## config.mk

```make
export PLATFORM = sky130hd
export DESIGN_NAME = stream_find_replace_top
export DESIGN_NICKNAME = d
export VERILOG_FILES = /design/src/sv/sfr_pkg.sv /design/src/sv/stream_find_replace_top.sv /design/src/sv/sfr_front.sv /design/src/sv/sfr_jobq.sv /design/src/sv/sfr_back.sv
export SDC_FILE = /design/constraint.sdc
export NUM_CORES = 1
export LEC_CHECK = 0
export BUFFER_PORTS_ARGS = -buffer_cell sky130_fd_sc_hd__buf_2
export CORE_UTILIZATION = 55
export CTS_BUF_LIST = sky130_fd_sc_hd__clkbuf_4 sky130_fd_sc_hd__clkbuf_8 sky130_fd_sc_hd__clkbuf_16
export DETAILED_ROUTE_END_ITERATION = 6
export GPL_ROUTABILITY_DRIVEN = 0
export GPL_TIMING_DRIVEN = 0
export PLACE_DENSITY = 0.75
export SLEW_MARGIN = 25
export SYNTH_ARGS = -nofsm -noshare
export SYNTH_HDL_FRONTEND = slang
export SYNTH_SLANG_ARGS = --single-unit
```

## constraint.sdc

```tcl
create_clock -name clk -period 5.9 [get_ports clk]
set_input_delay 0.59 -clock clk [delete_from_list [all_inputs] [get_ports clk]]
set_output_delay 0.59 -clock clk [all_outputs]
set_load 0.01 [all_outputs]
```

## src/sv/sfr_pkg.sv

```systemverilog
// Shared types and constants for the stream find-and-replace block.
package sfr_pkg;

  localparam int PAT_MAX    = 8;
  localparam int REP_MAX    = 8;
  localparam int OUT_CAP    = 4096;
  localparam int CHAR_W     = 8;
  localparam int LEN_W      = 4;
  localparam int CNT_W      = 13;
  localparam int JOB_MAX    = 8;
  localparam int SEL_W      = 3;
  localparam int CHARS_W    = JOB_MAX * CHAR_W;
  localparam int CFG_IDX_W  = 2;
  localparam int CFG_DATA_W = 64;
  localparam int JOBQ_DEPTH = 4;
  localparam int JOBQ_PTR_W = 2;
  localparam int JOBQ_CNT_W = 3;

  typedef logic [CHAR_W-1:0]     char_t;
  typedef logic [LEN_W-1:0]      len_t;
  typedef logic [CNT_W-1:0]      cnt_t;
  typedef logic [SEL_W-1:0]      sel_t;
  typedef logic [JOBQ_PTR_W-1:0] qptr_t;
  typedef logic [JOBQ_CNT_W-1:0] qcnt_t;

  typedef enum logic [CFG_IDX_W-1:0] {
    REG_PATTERN_BYTES = 2'd0,
    REG_PATTERN_LEN   = 2'd1,
    REG_REPLACE_BYTES = 2'd2,
    REG_REPLACE_LEN   = 2'd3
  } cfg_reg_t;

  typedef struct packed {
    logic [CHAR_W-1:0] in_char;
    logic              in_last;
  } item_t;

  typedef struct packed {
    logic [CHAR_W-1:0] out_char;
    logic              char_valid;
    logic              run_last;
    logic              stream_end;
    logic              capped_flag;
  } result_t;

  // One input item's worth of results, built by the front end
  typedef struct packed {
    logic [CHARS_W-1:0] chars;
    logic [LEN_W-1:0]   num;
    logic               char_valid;
    logic               stream_end;
    logic               capped;
  } job_t;

  typedef struct packed {
    logic empty;
    logic full;
  } jobq_stat_t;

endpackage

```

## src/sv/stream_find_replace_top.sv

```systemverilog
// Top level of the stream find-and-replace block.
// Replaces every non-overlapping occurrence of the configured pattern (up to 8 characters)
// in the incoming character stream with the configured replacement (up to 8 characters),
// greedily from left to right, flushing held characters on the item marked last. One input
// item is accepted per cycle whenever the 4-entry job queue has room; each item is matched
// and classified in the cycle it is accepted. The result side delivers one result per cycle
// while results are popped, so an item yielding k results (1 to 8) holds the back end until
// all k are out, and the sustained input rate is set by the number of results per item. Items
// that yield no result cost the back end nothing. With a nonzero pattern length, output beyond
// 4096 characters per stream is dropped and the sticky capped flag is raised until reset. Write
// configuration only while the block is idle; writing the pattern length restarts the stream.
module stream_find_replace_top (
  input  logic                           clk,
  input  logic                           rst,
  input  logic                           push,
  output logic                           full,
  input  sfr_pkg::item_t                 item,
  output logic                           empty,
  input  logic                           pop,
  output sfr_pkg::result_t               result,
  input  logic                           cfg_wr_en,
  input  logic [sfr_pkg::CFG_IDX_W-1:0]  cfg_index,
  input  logic [sfr_pkg::CFG_DATA_W-1:0] cfg_data
);

  logic                accept;
  logic                job_push;
  logic                job_pop;
  sfr_pkg::job_t       job_in;
  sfr_pkg::job_t       job_head;
  sfr_pkg::jobq_stat_t jq_stat;

  assign full   = jq_stat.full;
  assign accept = push && !jq_stat.full;

  sfr_front u_front (
    .clk       (clk),
    .rst       (rst),
    .cfg_wr_en (cfg_wr_en),
    .cfg_index (cfg_index),
    .cfg_data  (cfg_data),
    .item      (item),
    .accept    (accept),
    .job_push  (job_push),
    .job       (job_in)
  );

  sfr_jobq u_jobq (
    .clk  (clk),
    .rst  (rst),
    .push (job_push),
    .din  (job_in),
    .pop  (job_pop),
    .dout (job_head),
    .stat (jq_stat)
  );

  sfr_back u_back (
    .clk    (clk),
    .rst    (rst),
    .head   (job_head),
    .stat   (jq_stat),
    .q_pop  (job_pop),
    .result (result),
    .empty  (empty),
    .pop    (pop)
  );

  // A job is only built when the queue has room for it
  a_push_room: assert property (@(posedge clk) disable iff (rst)
    job_push |-> !jq_stat.full)
    else $error("job pushed into a full queue");

  // Every queued job carries between one and eight results
  a_job_num: assert property (@(posedge clk) disable iff (rst)
    job_push |-> (job_in.num != '0 &&
                  job_in.num <= sfr_pkg::len_t'(sfr_pkg::JOB_MAX)))
    else $error("job result count out of range");

  // An end marker is a single result that closes the stream
  a_marker: assert property (@(posedge clk) disable iff (rst)
    (job_push && !job_in.char_valid) |->
      (job_in.num == sfr_pkg::len_t'(1) && job_in.stream_end))
    else $error("malformed end marker job");

  // The end of the stream is always the last result of its item
  a_end_run: assert property (@(posedge clk) disable iff (rst)
    !empty |-> (!result.stream_end || result.run_last))
    else $error("stream end without run last");

endmodule

```

## src/sv/sfr_front.sv

```systemverilog
// Front end: window, pattern match, capacity accounting and job building.
module sfr_front (
  input  logic                             clk,
  input  logic                             rst,
  input  logic                             cfg_wr_en,
  input  logic [sfr_pkg::CFG_IDX_W-1:0]    cfg_index,
  input  logic [sfr_pkg::CFG_DATA_W-1:0]   cfg_data,
  input  sfr_pkg::item_t                   item,
  input  logic                             accept,
  output logic                             job_push,
  output sfr_pkg::job_t                    job
);

  logic [sfr_pkg::CHARS_W-1:0] pattern_bytes;
  sfr_pkg::len_t               pattern_len;
  logic [sfr_pkg::CHARS_W-1:0] replace_bytes;
  sfr_pkg::len_t               replace_len;

  sfr_pkg::char_t win [sfr_pkg::PAT_MAX];
  sfr_pkg::len_t  wcount;
  sfr_pkg::cnt_t  emitted;
  logic           stopped;
  logic           capped;

  sfr_pkg::char_t              win_ins   [sfr_pkg::PAT_MAX];
  sfr_pkg::char_t              win_shift [sfr_pkg::PAT_MAX];
  logic [sfr_pkg::CHARS_W-1:0] win_flat;
  logic [sfr_pkg::PAT_MAX-1:0] pat_eq;
  sfr_pkg::len_t               m;
  sfr_pkg::len_t               rl;
  sfr_pkg::len_t               cnt_ins;
  sfr_pkg::len_t               cnt_next;
  sfr_pkg::len_t               want;
  sfr_pkg::len_t               num;
  sfr_pkg::cnt_t               avail;
  logic                        win_full;
  logic                        match;
  logic                        use_rep;
  logic                        count_en;
  logic                        shift;
  logic                        cap_hit;
  logic                        marker;

  // Insert the new character, compare against the pattern, shift view
  always_comb begin
    m  = (pattern_len > sfr_pkg::len_t'(sfr_pkg::PAT_MAX)) ?
         sfr_pkg::len_t'(sfr_pkg::PAT_MAX) : pattern_len;
    rl = (replace_len > sfr_pkg::len_t'(sfr_pkg::REP_MAX)) ?
         sfr_pkg::len_t'(sfr_pkg::REP_MAX) : replace_len;
    for (int t = 0; t < sfr_pkg::PAT_MAX; t++) begin
      win_ins[t] = (sfr_pkg::len_t'(t) == wcount) ? item.in_char : win[t];
      win_flat[t*sfr_pkg::CHAR_W +: sfr_pkg::CHAR_W] = win_ins[t];
      pat_eq[t] = (win_ins[t] == pattern_bytes[t*sfr_pkg::CHAR_W +: sfr_pkg::CHAR_W]) ||
                  (sfr_pkg::len_t'(t) >= m);
    end
    for (int t = 0; t < sfr_pkg::PAT_MAX; t++) begin
      if (t < sfr_pkg::PAT_MAX - 1) begin
        win_shift[t] = win_ins[t+1];
      end else begin
        win_shift[t] = '0;
      end
    end
    cnt_ins  = wcount + sfr_pkg::len_t'(1);
    win_full = (m != '0) && (cnt_ins >= m);
    match    = &pat_eq;
    avail    = sfr_pkg::cnt_t'(sfr_pkg::OUT_CAP) - emitted;
  end

  // Decide what this transaction emits and how the state moves
  always_comb begin
    use_rep  = 1'b0;
    count_en = 1'b0;
    shift    = 1'b0;
    cap_hit  = 1'b0;
    want     = '0;
    num      = '0;
    cnt_next = wcount;
    if (m == '0) begin
      num = stopped ? '0 : sfr_pkg::len_t'(1);
    end else if (!stopped) begin
      count_en = 1'b1;
      if (win_full && match) begin
        use_rep  = 1'b1;
        cnt_next = '0;
        if (sfr_pkg::cnt_t'(rl) > avail) begin
          cap_hit = 1'b1;
        end else begin
          num = rl;
        end
      end else begin
        if (win_full) begin
          shift    = 1'b1;
          cnt_next = cnt_ins - sfr_pkg::len_t'(1);
          want     = item.in_last ? cnt_ins : sfr_pkg::len_t'(1);
        end else begin
          cnt_next = cnt_ins;
          want     = item.in_last ? cnt_ins : '0;
        end
        if (sfr_pkg::cnt_t'(want) > avail) begin
          cap_hit = 1'b1;
          num     = avail[sfr_pkg::LEN_W-1:0];
        end else begin
          num = want;
        end
      end
    end
  end

  // Build the job; a last item with nothing to say becomes an end marker
  always_comb begin
    marker         = item.in_last && (num == '0);
    job.chars      = marker ? '0 : (use_rep ? replace_bytes : win_flat);
    job.num        = marker ? sfr_pkg::len_t'(1) : num;
    job.char_valid = !marker;
    job.stream_end = item.in_last;
    job.capped     = capped | cap_hit;
    job_push       = accept && ((num != '0) || item.in_last);
  end

  // Config registers and stream control state
  always_ff @(posedge clk) begin
    if (rst) begin
      pattern_bytes <= '0;
      pattern_len   <= '0;
      replace_bytes <= '0;
      replace_len   <= '0;
      wcount        <= '0;
      emitted       <= '0;
      stopped       <= 1'b0;
      capped        <= 1'b0;
    end else if (cfg_wr_en) begin
      case (sfr_pkg::cfg_reg_t'(cfg_index))
        sfr_pkg::REG_PATTERN_BYTES: begin
          pattern_bytes <= cfg_data[sfr_pkg::CHARS_W-1:0];
        end
        sfr_pkg::REG_PATTERN_LEN: begin
          pattern_len <= cfg_data[sfr_pkg::LEN_W-1:0];
          wcount      <= '0;
          emitted     <= '0;
          stopped     <= 1'b0;
        end
        sfr_pkg::REG_REPLACE_BYTES: begin
          replace_bytes <= cfg_data[sfr_pkg::CHARS_W-1:0];
        end
        sfr_pkg::REG_REPLACE_LEN: begin
          replace_len <= cfg_data[sfr_pkg::LEN_W-1:0];
        end
        default: begin
        end
      endcase
    end else if (accept) begin
      capped <= capped | cap_hit;
      if (item.in_last) begin
        wcount  <= '0;
        emitted <= '0;
        stopped <= 1'b0;
      end else begin
        wcount  <= cnt_next;
        stopped <= stopped | cap_hit;
        if (count_en) begin
          emitted <= emitted + sfr_pkg::cnt_t'(num);
        end
      end
    end
  end

  // Window contents; only the first wcount entries are ever read
  always_ff @(posedge clk) begin
    if (accept && count_en) begin
      for (int t = 0; t < sfr_pkg::PAT_MAX; t++) begin
        win[t] <= shift ? win_shift[t] : win_ins[t];
      end
    end
  end

endmodule

```

## src/sv/sfr_jobq.sv

```systemverilog
// Short job queue between the front end and the result sequencer.
module sfr_jobq (
  input  logic                clk,
  input  logic                rst,
  input  logic                push,
  input  sfr_pkg::job_t       din,
  input  logic                pop,
  output sfr_pkg::job_t       dout,
  output sfr_pkg::jobq_stat_t stat
);

  sfr_pkg::job_t  slots [sfr_pkg::JOBQ_DEPTH];
  sfr_pkg::qptr_t wr_ptr;
  sfr_pkg::qptr_t rd_ptr;
  sfr_pkg::qcnt_t count;

  assign dout       = slots[rd_ptr];
  assign stat.empty = (count == '0);
  assign stat.full  = (count == sfr_pkg::qcnt_t'(sfr_pkg::JOBQ_DEPTH));

  // Advance pointers and occupancy
  always_ff @(posedge clk) begin
    if (rst) begin
      wr_ptr <= '0;
      rd_ptr <= '0;
      count  <= '0;
    end else begin
      if (push) begin
        wr_ptr <= wr_ptr + sfr_pkg::qptr_t'(1);
      end
      if (pop) begin
        rd_ptr <= rd_ptr + sfr_pkg::qptr_t'(1);
      end
      if (push && !pop) begin
        count <= count + sfr_pkg::qcnt_t'(1);
      end else if (pop && !push) begin
        count <= count - sfr_pkg::qcnt_t'(1);
      end
    end
  end

  // Store the incoming job
  always_ff @(posedge clk) begin
    if (push) begin
      slots[wr_ptr] <= din;
    end
  end

endmodule

```

## src/sv/sfr_back.sv

```systemverilog
// Back end: walks each job into the output register one character per cycle while it is free or popped.
module sfr_back (
  input  logic                clk,
  input  logic                rst,
  input  sfr_pkg::job_t       head,
  input  sfr_pkg::jobq_stat_t stat,
  output logic                q_pop,
  output sfr_pkg::result_t    result,
  output logic                empty,
  input  logic                pop
);

  sfr_pkg::sel_t    idx;
  logic             out_valid;
  logic             take;
  logic             load;
  logic             last_of_job;
  sfr_pkg::result_t result_next;

  // Pick the current character of the head job
  always_comb begin
    take        = pop && out_valid;
    load        = !stat.empty && (!out_valid || take);
    last_of_job = (sfr_pkg::len_t'(idx) == (head.num - sfr_pkg::len_t'(1)));
    q_pop       = load && last_of_job;
    result_next.out_char    = head.chars[sfr_pkg::CHAR_W*idx +: sfr_pkg::CHAR_W];
    result_next.char_valid  = head.char_valid;
    result_next.run_last    = last_of_job;
    result_next.stream_end  = head.stream_end && last_of_job;
    result_next.capped_flag = head.capped;
  end

  assign empty = !out_valid;

  // Track the output register and the position inside the job
  always_ff @(posedge clk) begin
    if (rst) begin
      out_valid <= 1'b0;
      idx       <= '0;
    end else begin
      if (load) begin
        out_valid <= 1'b1;
        idx       <= last_of_job ? '0 : idx + sfr_pkg::sel_t'(1);
      end else if (take) begin
        out_valid <= 1'b0;
      end
    end
  end

  // Hold the result until it is popped
  always_ff @(posedge clk) begin
    if (load) begin
      result <= result_next;
    end
  end

endmodule
```

==> results.json <==
{
  "ir_drop_v": 0.000208,
  "initial_core_util_pct": 55.7,
  "synthesis.area_sq_um": 24600,
  "ys_types": 76,
  "finalClockSkew_ps": 19.1,
  "yosys_warnings": 0,
  "p_leak_nw": 10.2,
  "drtPass1Iterations": 7,
  "grt_pass1_wl_um": 106000,
  "slowest_stage": "dfxtp_1",
  "cp.required_ps": 6380,
  "synth_nets": 2156,
  "multi_input_area_sq_um": 9500,
  "startpoint_type": "flop",
  "clock_path_buffers": 3,
  "cp_num_buf_inv": 5,
  "grt_pass1_vias": 17608,
  "drive_gt1_share_pct": 18.0,
  "relSlewSlack_pct": 26.0,
  "cts-root-buf": "clkbuf_16",
  "dp_worst_setup_slack_ps": -415,
  "die_area_sq_um": 45600,
  "dp_cells": 2735,
  "fill_cells": 3346,
  "grt_start_max_net_pins": 46,
  "dr_total_vias": 18175,
  "r2r_setup_slack_ps": 270,
  "rsz0062_at_grt": "no",
  "clk_latency_ps": 620,
  "die_y_um": 213,
  "overflow": 0,
  "finalCriticalPeriod_ps": 5630,
  "syn_avg_cell_area_sq_um": 12.0,
  "crit_path_end_kind": "flop",
  "cpPeakStageDelay_ps": 410,
  "grt.total_usage_pct": 31.9,
  "crit_top_cell": "nor2_1",
  "wl_um": 71600,
  "synthArstFlopShare_pct": 0,
  "cts-htree-levels": 2,
  "cts_sinks": 528,
  "synth-edff-count": 360,
  "area_delta_synth_final_pct": 13.6,
  "fin_util_pct": 63.3,
  "place_area_sq_um": 26000,
  "arrival_ps": 6110,
  "ios": 94,
  "finalSetupViolCount": 0,
  "max_freq_ghz": 0.178,
  "path_delay_family": "simple AND/OR/NAND/NOR gates",
  "antenna_cells": 0,
  "wl_per_cell_um": 25.3,
  "path_max_fanout": 10,
  "ant_nets": 0,
  "core_area_sq_um": 44100,
  "violations": "DRC",
  "worstSetupPathType": "reg2reg",
  "cts_hold_buf": 0,
  "min_path_type": "in2reg",
  "fp.dieW_um": 213,
  "yosysSeqAreaShare_pct": 57.6,
  "powerDensity_nw_per_um2": 353,
  "cap_violations": 0,
  "final_nets": 2310,
  "synthFlopType": "edfxtp_1",
  "hold_violations": 0,
  "synthCells": 2046,
  "status": "finished, violations left",
  "drc": 41,
  "fin_ws_ps": 270,
  "fin_area_sq_um": 27900,
  "final_cells": 2835,
  "maxSlewViolCount": 0,
  "cts_made_buffers": 52,
  "crit_path_cell_trace": "ha_1 > buf_2 > nor3b_4 > clkbuf_4 > mux2i_1 > o22ai_1 > nor4_4 > buf_4 > nand2_1 > a222oi_1 > buf_4 > nand4_2 > clkbuf_1 > o31ai_1 > ha_1 > fa_1 > a21o_1 > a21oi_1 > nor2_1 > nand2_1 > nor2_1 > nand3_1 > xor2_1 > nor2_1",
  "path_clk_slew_ps": 60,
  "antenna_found_initial": 1,
  "min_period_over_period_pct": 95.4,
  "via_per_inst": 6.41,
  "row_count": 77,
  "setup_tns_ps": 0,
  "worst_pin_slew_ps": 1100,
  "synth-seq-cells": 528,
  "drt_iter0_drc": 2518,
  "cts_tree": "yes",
  "portBuffers": 89,
  "seq_area_sq_um": 14200,
  "dp_hpwl_um": 50700
}
tightest hold or removal path, delay by kind of cell:
| kind | cells | cell delay, ps |
|---|---|---|
| buffers and inverters | 1 | 100 |
| and+or+nand+nor | 1 | 50 |
| AOI/OAI and AO/OA | 1 | 50 |
worst paths after layout:
path,from,depth (start not counted),end
worst max-delay path,u_front.wcount[1],24,u_front.emitted[12]
worst min-delay path,cfg_data[47],3,u_front.replace_bytes[47]
worst max register to register,u_front.wcount[1],24,u_front.emitted[12]
worst min register to register,u_front.replace_bytes[25],2,u_front.replace_bytes[25]
state kept, by name, indices dropped and copies added (netlist names), named ones only:
| register | cells |
|---|---|
| u_front.wcount | 4 |
| u_front.replace_len | 4 |
| u_jobq.slots | 284 |
| u_back.idx | 3 |
| u_front.capped | 1 |
| u_back.result | 12 |
| u_front.stopped | 1 |
| u_jobq.rd_ptr | 2 |
| u_back.out_valid | 1 |
| u_front.win | 64 |
| u_front.replace_bytes | 64 |
| u_jobq.wr_ptr | 2 |
| u_front.emitted | 13 |
| u_front.pattern_len | 4 |
| u_front.pattern_bytes | 64 |
| u_jobq.count | 3 |
logic make-up after synthesis:
logic type	after synthesis	synth area share (%)
AOI/OAI and AO/OA	396	11.9
xor gates and xnor gates	53	1.89
adders and majority gates	30	1.59
buffers and inverters	239	4.09
DFF	528	57.6
muxes	162	11.0
and+or+nand+nor	638	11.8
area by class of cell:
type	instances	area share [%]
buffer	135	2.22
inverter	104	1.40
clock inverter	33	1.28
sequential	528	50.7
tap	592	2.65
timing repair buffer	100	2.33
clock buffer	64	5.40
multi-input combinational	1279	34.0
cells in the final DEF, fill, tap and decap left out, types with 13 or more instances in the layout:
cell       count
a211oi_1      28
a211oi_2      25
a21oi_1      169
a222oi_1      59
buf_1         16
buf_2        109
clkbuf_1      82
clkbuf_16     58
dfxtp_1      167
edfxtp_1     360
ha_1          28
inv_1        101
mux2_2        13
mux2i_1       63
mux4_2        86
nand2_1      319
nand2b_1      18
nand3_1       18
nor2_1       132
nor2b_1       47
nor3_1        30
o21ai_0       15
o22ai_1       14
xnor2_1       27
xor2_1        26
synthesized netlist by cell type (6+ instances only):
master	n	area share [%]
a311oi_2	9	0.55
buf_6	8	0.37
o221ai_1	6	0.21
inv_1	101	1.5
a31oi_1	6	0.15
nor3_1	30	0.61
nand3_1	18	0.37
xnor2_1	27	0.96
a222oi_1	59	2.4
buf_4	6	0.18
nor2_2	7	0.18
mux2_2	13	0.60
edfxtp_1	360	44
buf_2	20	0.41
o21ai_0	15	0.31
a211oi_1	31	0.95
nand2b_1	18	0.46
a21oi_1	171	3.5
mux4_2	86	7.9
nand2_1	319	4.9
clkbuf_1	82	1.3
ha_1	28	1.4
nor2b_1	47	1.2
xor2_1	26	0.93
o22ai_1	14	0.36
mux2i_1	63	2.6
buf_1	19	0.29
nor4_1	9	0.23
and3_1	10	0.25
a211oi_2	22	1.1
a2111oi_0	10	0.36
nor2_1	134	2.0
dfxtp_1	168	14
repair_timing:
action / 4_1_cts / 5_1_grt
pin swaps: 0 / 3
setup buffers: 0 / 3
gates resized for setup: 3 / 7
setup endpoints to repair: 213 / 204
metrics by stage:
| step | total power [mW] | hold WS, ps |
|---|---|---|
| 5_1_grt | 10.1 | 217 |
| 3_3_place_gp | 6.26 | 430 |
| 3_5_place_dp | 6.36 | 444 |
| 4_1_cts | 9.87 | 199 |
| 6_report | 9.85 | 213 |
| 2_1_floorplan | 5.71 | 419 |
routing by layer:
layer	vias to the layer above	GRT usage, %	part of all wire, %
met5	-	0	0
met4	0	17.1	5.9
met3	267	6.22	10
met2	1166	51.2	47
met1	8839	41.2	37
li1	7903	-	-
where the power goes:
group | total [mW] | internal, mW | switching [mW]
Combinational | 1.77 | 0.732 | 1.04
Sequential | 4.55 | 4.41 | 0.139
Clock | 3.53 | 2.05 | 1.48
Power figures use the tool's default switching activity.
